===== src/rtl/core/tlmc_pkg.sv =====
// constants and codes shared by the two-axis linear move controller
// no dependencies: compiled first
`default_nettype none

package tlmc_pkg;

    // configuration port
    localparam int ADDR_W = 3;
    localparam int DATA_W = 32;
    localparam logic REG_SPEED = 1'b0;
    localparam logic REG_TOL   = 1'b1;

    // register widths and reset values
    localparam int SPEED_W = 7;
    localparam int TOL_W   = 16;
    localparam logic [SPEED_W-1:0] SPEED_MAX = 7'd100;
    localparam logic [SPEED_W-1:0] SPEED_RST = 7'd25;
    localparam logic [TOL_W-1:0]   TOL_RST   = 16'd15;

    // result and arithmetic widths
    localparam int PWR_W  = 8;
    localparam int S2_W   = 2 * SPEED_W;   // speed squared, also quotient width
    localparam int ROOT_W = SPEED_W;
    localparam int CNT_W  = $clog2(S2_W);

    // command codes
    localparam logic OP_START = 1'b0;

endpackage

`default_nettype wire


===== src/rtl/core/tlmc_cmd_if.sv =====
// command channel of the move controller: start and tick words
// depends on nothing but its position parameter
`default_nettype none

interface tlmc_cmd_if #(
    parameter int POS_BITS = 32
);
    logic                       valid;
    logic                       ready;
    logic                       op;
    logic signed [POS_BITS-1:0] target_x;
    logic signed [POS_BITS-1:0] target_y;
    logic signed [POS_BITS-1:0] enc_x;
    logic signed [POS_BITS-1:0] enc_y;

    modport source (output valid, op, target_x, target_y, enc_x, enc_y, input ready);
    modport sink   (input valid, op, target_x, target_y, enc_x, enc_y, output ready);
endinterface

`default_nettype wire


===== src/rtl/core/tlmc_rsp_if.sv =====
// result channel of the move controller: drive and status words
// uses tlmc_pkg for the drive width
`default_nettype none

interface tlmc_rsp_if;
    import tlmc_pkg::*;

    logic                    valid;
    logic                    ready;
    logic signed [PWR_W-1:0] power_x;
    logic signed [PWR_W-1:0] power_y;
    logic                    busy_res;
    logic                    done_res;

    modport source (output valid, power_x, power_y, busy_res, done_res, input ready);
    modport sink   (input valid, power_x, power_y, busy_res, done_res, output ready);
endinterface

`default_nettype wire


===== src/rtl/core/tlmc_alu.sv =====
// shared wide adder / subtractor of the drive calculation
// carry out doubles as the a >= b flag when subtracting
`default_nettype none

module tlmc_alu #(
    parameter int WIDTH = 78
) (
    input  wire logic [WIDTH-1:0] a,
    input  wire logic [WIDTH-1:0] b,
    input  wire logic             sub,
    output logic      [WIDTH-1:0] sum,
    output logic                  carry
);
    logic [WIDTH-1:0] b_inv;

    assign b_inv = sub ? ~b : b;
    assign {carry, sum} = {1'b0, a} + {1'b0, b_inv} + {{WIDTH{1'b0}}, sub};
endmodule

`default_nettype wire


===== src/rtl/core/tlmc_drive.sv =====
// drive calculation: |q| = isqrt(floor(s^2 * d^2 / (dx^2 + dy^2))) per axis
// sequencer around tlmc_alu (shift-add multiply, restoring divide); uses tlmc_pkg
`default_nettype none

module tlmc_drive #(
    parameter int POS_BITS = 32
) (
    input  wire logic                           clk,
    input  wire logic                           rst_n,
    input  wire logic                           start,
    input  wire logic signed [POS_BITS:0]       dx,
    input  wire logic signed [POS_BITS:0]       dy,
    input  wire logic [tlmc_pkg::SPEED_W-1:0]   spd,
    output logic                                done,
    output logic signed [tlmc_pkg::PWR_W-1:0]   drive_x,
    output logic signed [tlmc_pkg::PWR_W-1:0]   drive_y
);
    import tlmc_pkg::*;

    localparam int MAG_W  = POS_BITS;
    localparam int SQ_W   = 2 * POS_BITS;
    localparam int D_W    = 2 * POS_BITS + 1;
    localparam int W      = 2 * POS_BITS + S2_W;
    localparam int DIV_SH = S2_W - 1;

    localparam logic [2:0] S_IDLE = 3'd0;
    localparam logic [2:0] S_SQA  = 3'd1;
    localparam logic [2:0] S_SQB  = 3'd2;
    localparam logic [2:0] S_SUM  = 3'd3;
    localparam logic [2:0] S_NMUL = 3'd4;
    localparam logic [2:0] S_DIV  = 3'd5;
    localparam logic [2:0] S_ROOT = 3'd6;
    localparam logic [2:0] S_DONE = 3'd7;

    logic [2:0]              state_reg, state_next;
    logic signed [PWR_W-1:0] drv_x_reg, drv_x_next;
    logic signed [PWR_W-1:0] drv_y_reg, drv_y_next;

    logic [MAG_W-1:0]  mag_x_reg, mag_x_next, mag_y_reg, mag_y_next;
    logic              neg_x_reg, neg_x_next, neg_y_reg, neg_y_next;
    logic [S2_W-1:0]   s2_reg, s2_next;
    logic [SQ_W-1:0]   sq_x_reg, sq_x_next, sq_y_reg, sq_y_next;
    logic [D_W-1:0]    d_reg, d_next;
    logic [W-1:0]      acc_reg, acc_next, mcand_reg, mcand_next;
    logic [MAG_W-1:0]  mplier_reg, mplier_next;
    logic [S2_W-1:0]   quo_reg, quo_next;
    logic [CNT_W-1:0]  cnt_reg, cnt_next;
    logic [ROOT_W-1:0] root_reg, root_next;
    logic              ax_reg, ax_next;

    logic [MAG_W-1:0]  mag_x_in, mag_y_in;
    logic [S2_W-1:0]   spd_ext, spd_sq;
    logic [W-1:0]      alu_a, alu_b, alu_sum;
    logic              alu_sub, alu_carry;
    logic [ROOT_W-1:0] trial, root_new;
    logic [S2_W-1:0]   trial_ext, trial_sq;
    logic signed [PWR_W-1:0] root_s, sdrv;

    assign mag_x_in  = MAG_W'(dx[POS_BITS] ? -dx : dx);
    assign mag_y_in  = MAG_W'(dy[POS_BITS] ? -dy : dy);
    assign spd_ext   = S2_W'(spd);
    assign spd_sq    = spd_ext * spd_ext;

    // one root bit a step
    assign trial     = root_reg | (ROOT_W'(1) << cnt_reg[$clog2(ROOT_W)-1:0]);
    assign trial_ext = S2_W'(trial);
    assign trial_sq  = trial_ext * trial_ext;
    assign root_new  = (trial_sq <= quo_reg) ? trial : root_reg;
    assign root_s    = PWR_W'(root_new);
    assign sdrv      = (ax_reg ? neg_y_reg : neg_x_reg) ? -root_s : root_s;

    always_comb
    begin
        if (state_reg == S_SUM)
        begin
            alu_a = W'(sq_x_reg);
            alu_b = W'(sq_y_reg);
        end
        else
        begin
            alu_a = acc_reg;
            alu_b = mcand_reg;
        end
        alu_sub = (state_reg == S_DIV);
    end

    tlmc_alu #(
        .WIDTH (W)
    ) u_alu (
        .a     (alu_a),
        .b     (alu_b),
        .sub   (alu_sub),
        .sum   (alu_sum),
        .carry (alu_carry)
    );

    always_comb
    begin
        state_next  = state_reg;
        drv_x_next  = drv_x_reg;
        drv_y_next  = drv_y_reg;
        mag_x_next  = mag_x_reg;
        mag_y_next  = mag_y_reg;
        neg_x_next  = neg_x_reg;
        neg_y_next  = neg_y_reg;
        s2_next     = s2_reg;
        sq_x_next   = sq_x_reg;
        sq_y_next   = sq_y_reg;
        d_next      = d_reg;
        acc_next    = acc_reg;
        mcand_next  = mcand_reg;
        mplier_next = mplier_reg;
        quo_next    = quo_reg;
        cnt_next    = cnt_reg;
        root_next   = root_reg;
        ax_next     = ax_reg;
        done        = 1'b0;

        case (state_reg)
            S_IDLE:
            begin
                if (start)
                begin
                    mag_x_next  = mag_x_in;
                    mag_y_next  = mag_y_in;
                    neg_x_next  = dx[POS_BITS];
                    neg_y_next  = dy[POS_BITS];
                    s2_next     = spd_sq;
                    acc_next    = '0;
                    mcand_next  = W'(mag_x_in);
                    mplier_next = mag_x_in;
                    if (mag_x_in == '0 && mag_y_in == '0)
                    begin
                        // zero-length move
                        drv_x_next = '0;
                        drv_y_next = '0;
                        state_next = S_DONE;
                    end
                    else
                    begin
                        state_next = S_SQA;
                    end
                end
            end
            S_SQA, S_SQB, S_NMUL:
            begin
                if (mplier_reg == '0)
                begin
                    if (state_reg == S_SQA)
                    begin
                        sq_x_next   = acc_reg[SQ_W-1:0];
                        acc_next    = '0;
                        mcand_next  = W'(mag_y_reg);
                        mplier_next = mag_y_reg;
                        state_next  = S_SQB;
                    end
                    else if (state_reg == S_SQB)
                    begin
                        sq_y_next  = acc_reg[SQ_W-1:0];
                        state_next = S_SUM;
                    end
                    else
                    begin
                        // acc holds the numerator, set up the divisor
                        mcand_next = W'(d_reg) << DIV_SH;
                        quo_next   = '0;
                        cnt_next   = CNT_W'(DIV_SH);
                        state_next = S_DIV;
                    end
                end
                else
                begin
                    if (mplier_reg[0])
                    begin
                        acc_next = alu_sum;
                    end
                    mcand_next  = mcand_reg << 1;
                    mplier_next = mplier_reg >> 1;
                end
            end
            S_SUM:
            begin
                d_next      = alu_sum[D_W-1:0];
                ax_next     = 1'b0;
                acc_next    = '0;
                mcand_next  = W'(sq_x_reg);
                mplier_next = MAG_W'(s2_reg);
                state_next  = S_NMUL;
            end
            S_DIV:
            begin
                if (alu_carry)
                begin
                    acc_next = alu_sum;
                end
                quo_next   = {quo_reg[S2_W-2:0], alu_carry};
                mcand_next = mcand_reg >> 1;
                if (cnt_reg == '0)
                begin
                    root_next  = '0;
                    cnt_next   = CNT_W'(ROOT_W - 1);
                    state_next = S_ROOT;
                end
                else
                begin
                    cnt_next = cnt_reg - 1'b1;
                end
            end
            S_ROOT:
            begin
                root_next = root_new;
                if (cnt_reg == '0)
                begin
                    if (!ax_reg)
                    begin
                        drv_x_next  = sdrv;
                        ax_next     = 1'b1;
                        acc_next    = '0;
                        mcand_next  = W'(sq_y_reg);
                        mplier_next = MAG_W'(s2_reg);
                        state_next  = S_NMUL;
                    end
                    else
                    begin
                        drv_y_next = sdrv;
                        state_next = S_DONE;
                    end
                end
                else
                begin
                    cnt_next = cnt_reg - 1'b1;
                end
            end
            S_DONE:
            begin
                done       = 1'b1;
                state_next = S_IDLE;
            end
            default:
            begin
                state_next = S_IDLE;
            end
        endcase
    end

    always_ff @(posedge clk or negedge rst_n)
    begin
        if (!rst_n)
        begin
            state_reg <= S_IDLE;
            drv_x_reg <= '0;
            drv_y_reg <= '0;
        end
        else
        begin
            state_reg <= state_next;
            drv_x_reg <= drv_x_next;
            drv_y_reg <= drv_y_next;
        end
    end

    always_ff @(posedge clk)
    begin
        mag_x_reg  <= mag_x_next;
        mag_y_reg  <= mag_y_next;
        neg_x_reg  <= neg_x_next;
        neg_y_reg  <= neg_y_next;
        s2_reg     <= s2_next;
        sq_x_reg   <= sq_x_next;
        sq_y_reg   <= sq_y_next;
        d_reg      <= d_next;
        acc_reg    <= acc_next;
        mcand_reg  <= mcand_next;
        mplier_reg <= mplier_next;
        quo_reg    <= quo_next;
        cnt_reg    <= cnt_next;
        root_reg   <= root_next;
        ax_reg     <= ax_next;
    end

    assign drive_x = drv_x_reg;
    assign drive_y = drv_y_reg;
endmodule

`default_nettype wire


===== src/rtl/core/two_axis_linear_move_controller.sv =====
// two-axis linear move controller, top level; uses tlmc_pkg, tlmc_cmd_if, tlmc_rsp_if, tlmc_drive
// start word: result valid once the drive calculation is done and the result register is free;
//   its shift-add squares and divides use the one shared adder, its root steps their own squarer
// tick word: result registered via T_FIN once the output is free; next word taken in T_IDLE
// one word in flight; the result register lets the next word in while a result waits
// async active-low reset: idle, no move, drives zero, speed 25, tolerance 15
`default_nettype none

module two_axis_linear_move_controller #(
    parameter int POS_BITS = 32
) (
    input  wire logic                          clk,
    input  wire logic                          rst_n,
    input  wire logic                          psel,
    input  wire logic                          penable,
    input  wire logic                          pwrite,
    input  wire logic [tlmc_pkg::ADDR_W-1:0]   paddr,
    input  wire logic [tlmc_pkg::DATA_W-1:0]   pwdata,
    output logic      [tlmc_pkg::DATA_W-1:0]   prdata,
    output logic                               pready,
    tlmc_cmd_if.sink                           cmd,
    tlmc_rsp_if.source                         rsp
);
    import tlmc_pkg::*;

    localparam logic [1:0] T_IDLE = 2'd0;
    localparam logic [1:0] T_CALC = 2'd1;
    localparam logic [1:0] T_FIN  = 2'd2;

    logic [1:0]                 state_reg, state_next;
    logic [SPEED_W-1:0]         speed_reg;
    logic [TOL_W-1:0]           tol_reg;
    logic signed [POS_BITS-1:0] goal_x_reg, goal_x_next, goal_y_reg, goal_y_next;
    logic [1:0]                 running_reg, running_next;
    logic                       moving_reg, moving_next;
    logic                       out_valid_reg, out_valid_next;

    logic                       op_reg, op_next;
    logic signed [POS_BITS-1:0] enc_x_reg, enc_x_next, enc_y_reg, enc_y_next;
    logic signed [PWR_W-1:0]    pwr_x_reg, pwr_x_next, pwr_y_reg, pwr_y_next;
    logic                       busy_reg, busy_next, done_reg, done_next;

    logic                       cfg_wr;
    logic                       accept, calc_start, calc_done, out_free;
    logic [SPEED_W-1:0]         spd_clamp;
    logic signed [POS_BITS:0]   dx_in, dy_in, err_x, err_y;
    logic [POS_BITS-1:0]        err_mag_x, err_mag_y;
    logic signed [PWR_W-1:0]    drive_x, drive_y;
    logic                       in_x, in_y, mov_base, mov_new, done_new;
    logic [1:0]                 run_base, run_new;

    // configuration registers
    assign pready = 1'b1;
    assign cfg_wr = psel & penable & pwrite;

    always_ff @(posedge clk or negedge rst_n)
    begin
        if (!rst_n)
        begin
            speed_reg <= SPEED_RST;
            tol_reg   <= TOL_RST;
        end
        else if (cfg_wr)
        begin
            if (paddr[ADDR_W-1] == REG_SPEED)
            begin
                speed_reg <= pwdata[SPEED_W-1:0];
            end
            else
            begin
                tol_reg <= pwdata[TOL_W-1:0];
            end
        end
    end

    assign prdata = (paddr[ADDR_W-1] == REG_TOL) ? DATA_W'(tol_reg) : DATA_W'(speed_reg);

    // command side
    assign cmd.ready  = (state_reg == T_IDLE);
    assign accept     = cmd.valid & cmd.ready;
    assign calc_start = accept & (cmd.op == OP_START);
    assign spd_clamp  = (speed_reg > SPEED_MAX) ? SPEED_MAX : speed_reg;
    assign dx_in      = {cmd.target_x[POS_BITS-1], cmd.target_x}
                      - {cmd.enc_x[POS_BITS-1], cmd.enc_x};
    assign dy_in      = {cmd.target_y[POS_BITS-1], cmd.target_y}
                      - {cmd.enc_y[POS_BITS-1], cmd.enc_y};

    tlmc_drive #(
        .POS_BITS (POS_BITS)
    ) u_drive (
        .clk     (clk),
        .rst_n   (rst_n),
        .start   (calc_start),
        .dx      (dx_in),
        .dy      (dy_in),
        .spd     (spd_clamp),
        .done    (calc_done),
        .drive_x (drive_x),
        .drive_y (drive_y)
    );

    // tolerance check on the latched encoder counts
    assign err_x     = {goal_x_reg[POS_BITS-1], goal_x_reg} - {enc_x_reg[POS_BITS-1], enc_x_reg};
    assign err_y     = {goal_y_reg[POS_BITS-1], goal_y_reg} - {enc_y_reg[POS_BITS-1], enc_y_reg};
    assign err_mag_x = POS_BITS'(err_x[POS_BITS] ? -err_x : err_x);
    assign err_mag_y = POS_BITS'(err_y[POS_BITS] ? -err_y : err_y);
    assign in_x      = (err_mag_x <= POS_BITS'(tol_reg));
    assign in_y      = (err_mag_y <= POS_BITS'(tol_reg));

    always_comb
    begin
        run_base = (op_reg == OP_START) ? 2'b11 : running_reg;
        mov_base = (op_reg == OP_START) | moving_reg;
        run_new  = run_base;
        mov_new  = mov_base;
        done_new = 1'b0;
        if (mov_base)
        begin
            // a stopped axis stays stopped
            run_new = run_base & ~{in_y, in_x};
            if (in_x && in_y)
            begin
                run_new  = 2'b00;
                mov_new  = 1'b0;
                done_new = 1'b1;
            end
        end
    end

    assign out_free = !out_valid_reg || rsp.ready;

    always_comb
    begin
        state_next     = state_reg;
        goal_x_next    = goal_x_reg;
        goal_y_next    = goal_y_reg;
        running_next   = running_reg;
        moving_next    = moving_reg;
        out_valid_next = out_valid_reg & ~rsp.ready;
        op_next        = op_reg;
        enc_x_next     = enc_x_reg;
        enc_y_next     = enc_y_reg;
        pwr_x_next     = pwr_x_reg;
        pwr_y_next     = pwr_y_reg;
        busy_next      = busy_reg;
        done_next      = done_reg;

        case (state_reg)
            T_IDLE:
            begin
                if (accept)
                begin
                    op_next    = cmd.op;
                    enc_x_next = cmd.enc_x;
                    enc_y_next = cmd.enc_y;
                    if (cmd.op == OP_START)
                    begin
                        goal_x_next = cmd.target_x;
                        goal_y_next = cmd.target_y;
                        state_next  = T_CALC;
                    end
                    else
                    begin
                        state_next = T_FIN;
                    end
                end
            end
            T_CALC:
            begin
                if (calc_done)
                begin
                    state_next = T_FIN;
                end
            end
            T_FIN:
            begin
                if (out_free)
                begin
                    running_next   = run_new;
                    moving_next    = mov_new;
                    pwr_x_next     = run_new[0] ? drive_x : '0;
                    pwr_y_next     = run_new[1] ? drive_y : '0;
                    busy_next      = mov_new;
                    done_next      = done_new;
                    out_valid_next = 1'b1;
                    state_next     = T_IDLE;
                end
            end
            default:
            begin
                state_next = T_IDLE;
            end
        endcase
    end

    always_ff @(posedge clk or negedge rst_n)
    begin
        if (!rst_n)
        begin
            state_reg     <= T_IDLE;
            goal_x_reg    <= '0;
            goal_y_reg    <= '0;
            running_reg   <= 2'b00;
            moving_reg    <= 1'b0;
            out_valid_reg <= 1'b0;
        end
        else
        begin
            state_reg     <= state_next;
            goal_x_reg    <= goal_x_next;
            goal_y_reg    <= goal_y_next;
            running_reg   <= running_next;
            moving_reg    <= moving_next;
            out_valid_reg <= out_valid_next;
        end
    end

    always_ff @(posedge clk)
    begin
        op_reg    <= op_next;
        enc_x_reg <= enc_x_next;
        enc_y_reg <= enc_y_next;
        pwr_x_reg <= pwr_x_next;
        pwr_y_reg <= pwr_y_next;
        busy_reg  <= busy_next;
        done_reg  <= done_next;
    end

    // result word
    assign rsp.valid    = out_valid_reg;
    assign rsp.power_x  = pwr_x_reg;
    assign rsp.power_y  = pwr_y_reg;
    assign rsp.busy_res = busy_reg;
    assign rsp.done_res = done_reg;
endmodule

`default_nettype wire

===== src/flat_wrapper.sv =====
// flat-port wrapper written by rule: the top's interface ports become plain ports
module two_axis_linear_move_controller_flat import tlmc_pkg::*;
#(
    parameter int POS_BITS = 32
)
  (clk, rst_n, psel, penable, pwrite, paddr, pwdata, prdata, pready, cmd_valid, cmd_op, cmd_target_x, cmd_target_y, cmd_enc_x, cmd_enc_y, cmd_ready, rsp_valid, rsp_power_x, rsp_power_y, rsp_busy_res, rsp_done_res, rsp_ready);
  tlmc_cmd_if #(.POS_BITS(POS_BITS)) cmd_i ();
  tlmc_rsp_if rsp_i ();
  input  wire logic clk;
  input  wire logic rst_n;
  input  wire logic psel;
  input  wire logic penable;
  input  wire logic pwrite;
  input  wire logic [tlmc_pkg::ADDR_W-1:0] paddr;
  input  wire logic [tlmc_pkg::DATA_W-1:0] pwdata;
  output logic      [tlmc_pkg::DATA_W-1:0] prdata;
  output logic pready;
  input wire logic [$bits(cmd_i.valid)-1:0] cmd_valid;
  input wire logic [$bits(cmd_i.op)-1:0] cmd_op;
  input wire logic [$bits(cmd_i.target_x)-1:0] cmd_target_x;
  input wire logic [$bits(cmd_i.target_y)-1:0] cmd_target_y;
  input wire logic [$bits(cmd_i.enc_x)-1:0] cmd_enc_x;
  input wire logic [$bits(cmd_i.enc_y)-1:0] cmd_enc_y;
  output wire logic [$bits(cmd_i.ready)-1:0] cmd_ready;
  output wire logic [$bits(rsp_i.valid)-1:0] rsp_valid;
  output wire logic [$bits(rsp_i.power_x)-1:0] rsp_power_x;
  output wire logic [$bits(rsp_i.power_y)-1:0] rsp_power_y;
  output wire logic [$bits(rsp_i.busy_res)-1:0] rsp_busy_res;
  output wire logic [$bits(rsp_i.done_res)-1:0] rsp_done_res;
  input wire logic [$bits(rsp_i.ready)-1:0] rsp_ready;
  assign cmd_i.valid = cmd_valid;
  assign cmd_i.op = cmd_op;
  assign cmd_i.target_x = cmd_target_x;
  assign cmd_i.target_y = cmd_target_y;
  assign cmd_i.enc_x = cmd_enc_x;
  assign cmd_i.enc_y = cmd_enc_y;
  assign cmd_ready = cmd_i.ready;
  assign rsp_valid = rsp_i.valid;
  assign rsp_power_x = rsp_i.power_x;
  assign rsp_power_y = rsp_i.power_y;
  assign rsp_busy_res = rsp_i.busy_res;
  assign rsp_done_res = rsp_i.done_res;
  assign rsp_i.ready = rsp_ready;
  two_axis_linear_move_controller #(.POS_BITS(POS_BITS)) u_core (.clk(clk), .rst_n(rst_n), .psel(psel), .penable(penable), .pwrite(pwrite), .paddr(paddr), .pwdata(pwdata), .prdata(prdata), .pready(pready), .cmd(cmd_i), .rsp(rsp_i));
endmodule

===== config.mk =====
export PLATFORM = sky130hd
export DESIGN_NAME = two_axis_linear_move_controller_flat
export DESIGN_NICKNAME = d
export VERILOG_FILES = /design/src/rtl/core/tlmc_pkg.sv /design/src/rtl/core/tlmc_cmd_if.sv /design/src/rtl/core/tlmc_rsp_if.sv /design/src/rtl/core/tlmc_alu.sv /design/src/rtl/core/tlmc_drive.sv /design/src/rtl/core/two_axis_linear_move_controller.sv /design/src/flat_wrapper.sv
export SDC_FILE = /design/constraint.sdc
export NUM_CORES = 2
export LEC_CHECK = 0
export ABC_AREA = 1
export BUFFER_PORTS_ARGS = -buffer_cell sky130_fd_sc_hd__buf_2
export CAP_MARGIN = 0
export CORE_MARGIN = 10
export CORE_UTILIZATION = 53
export CTS_CLUSTER_SIZE = 30
export DETAILED_ROUTE_END_ITERATION = 8
export HOLD_SLACK_MARGIN = 0.15
export PLACE_DENSITY = 0.73
export REMOVE_ABC_BUFFERS = 1
export SYNTH_ARGS = -nofsm -noshare
export SYNTH_HDL_FRONTEND = slang
export SYNTH_HIERARCHICAL = 1
export SYNTH_SLANG_ARGS = --single-unit

===== constraint.sdc =====
create_clock -name clk -period 16.83 [get_ports clk]
set_input_delay 2.5245 -clock clk [delete_from_list [all_inputs] [get_ports clk]]
set_output_delay 2.5245 -clock clk [all_outputs]
set_load 0.03 [all_outputs]

Word-level counts from Yosys, hierarchy flattened
Cells that the tools add are included.
{ "totals": {"reg_bits": 650, "latch_bits": 0, "ramBits": 0, "mem_bits_ro": 0, "output_inout_bits": 53, "word_cells": 207, "memories": 0} }
{ "classes": {"add_sub_neg": 12, "n_mul": 2, "div": 0, "magnitude_cmp": 4, "n_eq_ne": 26, "shift": 1, "n_mux": 78, "bitwise_logic": 15, "n_reduce_logical": 37} }
{ "ops": {"columns": ["operator", "count"], "rows": [
  ["$mux W78", 16],
  ["$pmux W78 S5", 2],
  ["$mux W32", 9],
  ["$sub A32 B32 Y33", 4],
  ["$neg A32 Y32", 4],
  ["$pmux W32 S4", 1],
  ["$logic_not A32 Y1", 3],
  ["$add A78 B78 Y79", 1],
  ["$add A79 B1 Y79", 1],
  ["$not A78 Y78", 1],
  ["$le A32 B16 Y1", 2],
  ["$mux W8", 7],
  ["$mux W14", 3],
  ["$pmux W8 S2", 2],
  ["$mul A7 B7 Y14", 2],
  ["$pmux W14 S2", 1],
  ["$reduce_and A5 Y1", 5],
  ["$ne A2 B2 Y1 const B", 11],
  ["$mux W3", 7],
  ["$mux W7", 3],
  ["$mux W4", 5],
  ["$pmux W3 S6", 1],
  ["$mux W16", 1],
  ["$mux W2", 8],
  ["other kinds (39)", 75]
]} }

Depth between registers and ports, before layout
{ "depth": {"ltp_word": 10, "ltp_mapped": 41, "ltp_nobuf": 40} }

Hierarchy
Netlist, hierarchy kept.
{ "modules_own_cells": {"columns": ["module", "instances", "cells_per_inst", "area_per_inst_um2", "seq_area_each_um2"], "rows": [
  ["tlmc_drive", 1, 2825, 25481.9, 14108.5],
  ["two_axis_linear_move_controller", 1, 2801, 18112.4, 4828.4],
  ["tlmc_alu", 1, 1576, 7783.7, 0.0]
]} }

Worst setup path before layout
Ideal clock, no wire load.
{ "synth_path": {"kind": "input to register", "from": "input port cmd_valid", "to": "register u_core.u_drive.acc_reg[0] (enable)", "setup_time_ns": 0.930, "t_arrival_ns": 17.841, "required_ns": 15.900, "slack_ns": -1.940, "stages": 10, "n_path_buf": 1, "path_cell_list": "and2_1 nand2_1 clkinv_1 clkbuf_1 nor2_1 nor2_1 inv_1 nor2_2 o21ai_0 a2111oi_0"} }
{ "synth_between": {"elab_chain_len": 4} }
{ "synth_lines": {"columns": ["element", "line_no", "text"], "rows": [
  ["from (decl)", "flat_wrapper.sv:18", "input wire logic [$bits(cmd_i.valid)-1:0] cmd_valid;"],
  ["$and A1 B1 Y1", "two_axis_linear_move_controller.sv:80", "assign accept = cmd.valid & cmd.ready;"],
  ["$and A1 B1 Y1", "two_axis_linear_move_controller.sv:81", "assign calc_start = accept & (cmd.op == OP_START);"],
  ["via u_core.calc_start", "two_axis_linear_move_controller.sv:44", "logic accept, calc_start, calc_done, out_free;"],
  ["$ne A2 B1 Y1 (no line)", null, null],
  ["$reduce_and A7 Y1 (no line)", null, null],
  ["to (signal assigned)", "tlmc_drive.sv:272", "acc_reg <= acc_next;"],
  ["to (decl)", "tlmc_drive.sv:44", "logic [W-1:0] acc_reg, acc_next, mcand_reg, mcand_next;"]
]} }
The timed path passes the listed nets, and every way through them passes these cells.
A chain may end at the register's enable or synchronous reset.

Worst setup path in the final report
{ "layout_path": {"from": "input port cmd_target_x[0]", "to": "register u_core.u_drive.drv_y_reg[1] (netlist: u_core/u_drive/drive_y[1])"} }
{ "layout_between": {"elab_cells_between_ends": 7, "classes_between": "add/sub (2); eq/ne (1); mux (1); reduce/logical (3)"} }
{ "layout_lines": {"columns": ["element", "line_no", "text"], "rows": [
  ["from (decl)", "flat_wrapper.sv:20", "input wire logic [$bits(cmd_i.target_x)-1:0] cmd_target_x;"],
  ["$sub A32 B32 Y33", "two_axis_linear_move_controller.sv:84", "- {cmd.enc_x[POS_BITS-1], cmd.enc_x};"],
  ["via u_core.dx_in[32]", "two_axis_linear_move_controller.sv:46", "logic signed [POS_BITS:0] dx_in, dy_in, err_x, err_y;"],
  ["$mux W32", "tlmc_drive.sv:59", "assign mag_x_in = MAG_W'(dx[POS_BITS] ? -dx : dx);"],
  ["$logic_not A32 Y1", "tlmc_drive.sv:132", "if (mag_x_in == '0 && mag_y_in == '0)"],
  ["$logic_and A1 B1 Y1", "tlmc_drive.sv:132", null],
  ["$ne A2 B2 Y1 (no line)", null, null],
  ["$reduce_and A5 Y1 (no line)", null, null],
  ["to (signal assigned)", "tlmc_drive.sv:258", "drv_y_reg <= drv_y_next;"],
  ["to (decl)", "tlmc_drive.sv:37", "logic signed [PWR_W-1:0] drv_y_reg, drv_y_next;"]
]} }
The timed path passes the listed nets, and every way through them passes these cells.

==> flow_metrics.py <==
metrics = {
    "setup_path": {
        "worstSetupPathType": "input port to register",
        "critPathMaxFanout": 35,
        "crit_path_start_kind": "input port",
        "worst_path_largest_cell_delay_ns": 0.41,
        "worstSetupEndpointType": "register",
        "cpMostUsedCell": "nand2_1",
        "crit_required_ns": 17.36,
        "worst_path_max_delay_cell": "fa_1",
        "cp.arrival_ns": 8.13,
    },
    "global_routing": {
        "grt_pass1_wl_um": 250700,
        "overflow": 0,
        "track_usage_pct": 28.40,
        "antenna_found_initial": 2,
        "grt_pass1_vias": 44640,
        "grt_max_degree": 91,
    },
    "finish": {
        "layout_commonest_cell": "nand2_1",
        "area_growth_pct": 9.025,
        "drive_gt1_share_pct": 7.692,
        "utilization_pct": 58.09,
        "mostFrequentLayoutCells": "2389 x nand2_1, 1296 x inv_1, 600 x nor2_1",
        "nNetsFinal": 7871,
    },
    "clock_tree": {
        "postCtsHoldBufs": 0,
        "cts_resized": 0,
        "cts_num_sinks": 649,
        "htree_levels": 3,
        "cts_tree": "yes",
        "postCtsSetupRepairBufs": 0,
        "cts_root_buf": "clkbuf_16",
        "clkSlewWorstSetupHoldPaths_ns": 0.06,
        "cts_buffers": 74,
        "insertion_delay_ns": 0.65,
        "cts_buffer_depth": 3,
    },
    "timing": {
        "fin_crit_ns": 7.607,
        "fin_crit_sh_pct": 45.20,
        "setup_viol": 0,
        "worstMarginPinSlew_ns": 1.152,
        "drv_slew": 0,
        "tns_ns": 0,
        "rsz0062_at_grt": "false",
        "hold_viol": 0,
        "finClkSkew_ns": 0.01866,
        "fmax_ghz": 0.1315,
        "holdWs_ns": 0.4696,
        "slew_headroom_pct": 23.20,
    },
    "synth": {
        "seq_area_frac_synth_pct": 36.86,
        "netlist_area_um2": 51380,
        "ys_types": 64,
        "async_flop_share_pct": 17.26,
        "syn_area_per_cell_um2": 7.134,
        "synth_edf_count": 537,
        "synthFlopType": "edfxtp_1",
        "synthCells": 7202,
        "yosysWarnings": 6,
        "ys_seq_elements": 649,
    },
    "routing": {
        "firstDrtPassIters": 8,
        "vias": 47180,
        "final_antenna_net_count": 0,
        "drtIter0Drc": 4969,
        "wl_per_cell_um": 18.61,
        "vias_per_cell": 5.430,
        "routed_wirelength_um": 161700,
        "drc_errors": 0,
    },
    "die": {
        "io_pins": 224,
        "start_util_pct": 53.28,
        "fp.dieW_um": 331.4,
        "coreArea_um2": 96420,
        "rows": 114,
        "die_h_um": 331.4,
        "dieArea_um2": 109800,
    },
    "placed_design": {
        "globalplace.congestion": 1.001,
        "io_buffers": 188,
        "hpwl_um": 127000,
    },
    "run_status": {
        "outcome": "finished, final reports clean",
    },
    "worst_hold_path": {
        "hp-class": "register to register",
    },
    "job": {
        "max-cap-violations": 0,
    },
}
==> final cells by class <==
class / count / area (um^2)
fillers: 9168 / 40410
multi-input cells: 5076 / 26840
flip-flops and latches: 649 / 18940
inverters: 1331 / 4997
clock buffers: 93 / 1996
well taps: 1276 / 1597
repair buffers: 222 / 1199
clock inverters: 39 / 446.7
diodes: 2 / 5.005
==> path summary, 6_finish.rpt <==
kind / cells past startpoint / slack [ns] / startpoint / to
max: 35 / 9.22 / cmd_target_x[0] / u_core/u_drive/drive_y[1]$_DFFE_PN0P_
min: 0 / 0.47 / u_core/u_drive/acc_reg[44]$_DFFE_PP_ / u_core/u_drive/sq_y_reg[44]$_DFFE_PP_
max reg2reg: 34 / 9.55 / u_core/u_drive/cnt_reg[0]$_DFFE_PP_ / u_core/u_drive/drive_y[6]$_DFFE_PN0P_
min reg2reg: 0 / 0.47 / u_core/u_drive/acc_reg[44]$_DFFE_PP_ / u_core/u_drive/sq_y_reg[44]$_DFFE_PP_
max in group asynchronous: 2 / 13.49 / rst_n / u_core/goal_x_reg[19]$_DFFE_PN0P_
min in group asynchronous: 1 / 1.95 / rst_n / u_core/goal_y_reg[17]$_DFFE_PN0P_
==> Yosys cell counts (all sizes together) (46+ instances only) <==
cell    instances  area share [%]
nor3           47            0.53
clkbuf         86            0.63
nand4          67            0.82
ha            313             7.6
nor2          684             5.5
edfxtp        537              31
xnor2          46            0.78
dfrtp         105             5.1
nand3         332             3.5
inv          1323             9.7
o21ai         258             2.5
o211ai         48            0.70
a21oi         329             3.2
xor2          219             3.7
nand2        2461              18
buf            75            0.86
==> stage by stage <==
| step | cell area [um^2] | setup slack [ns] | cells |
|---|---|---|---|
| after floorplan | 50670 | -12.08 | 7056 |
| after global placement | 53570 | 8.714 | 8554 |
| after detailed placement | 53570 | 8.701 | 8554 |
| after CTS | 56010 | 9.378 | 8686 |
| after global routing | 56010 | 8.800 | 8687 |
| final | 56020 | 9.223 | 8688 |
==> worst max-delay path, delay by kind of cell <==
family / cells / cell delay [ns]
AO/OA/AOI/OAI: 4 / 1.01
AND/OR/NAND/NOR: 22 / 2.61
adder cells (fa/ha/maj): 2 / 0.63
XOR/XNOR: 2 / 0.54
buffers and inverters: 5 / 0.80
==> kinds of logic after synthesis <==
group / after synthesis / synth area share, %
buffers and inverters: 1492 / 11.22
other: 2 / 0.01462
muxes: 1 / 0.02192
adders and majority gates: 346 / 8.908
DFF: 649 / 36.86
xor gates and xnor gates: 265 / 4.517
and+or+nand+nor: 3642 / 29.49
AOI/OAI and AO/OA: 805 / 8.974
==> layer usage <==
| metal | global-route usage, % | share of wire, % |
|---|---|---|
| met1 | 39.41 | 43 |
| met5 | 0 | 0 |
| met2 | 44.08 | 44 |
| met3 | 5.393 | 9.5 |
| met4 | 9.565 | 3.2 |
Power is left out: the tool's default activity adds up to more than one toggle a clock period on the data nets, which glitch-free logic cannot reach.
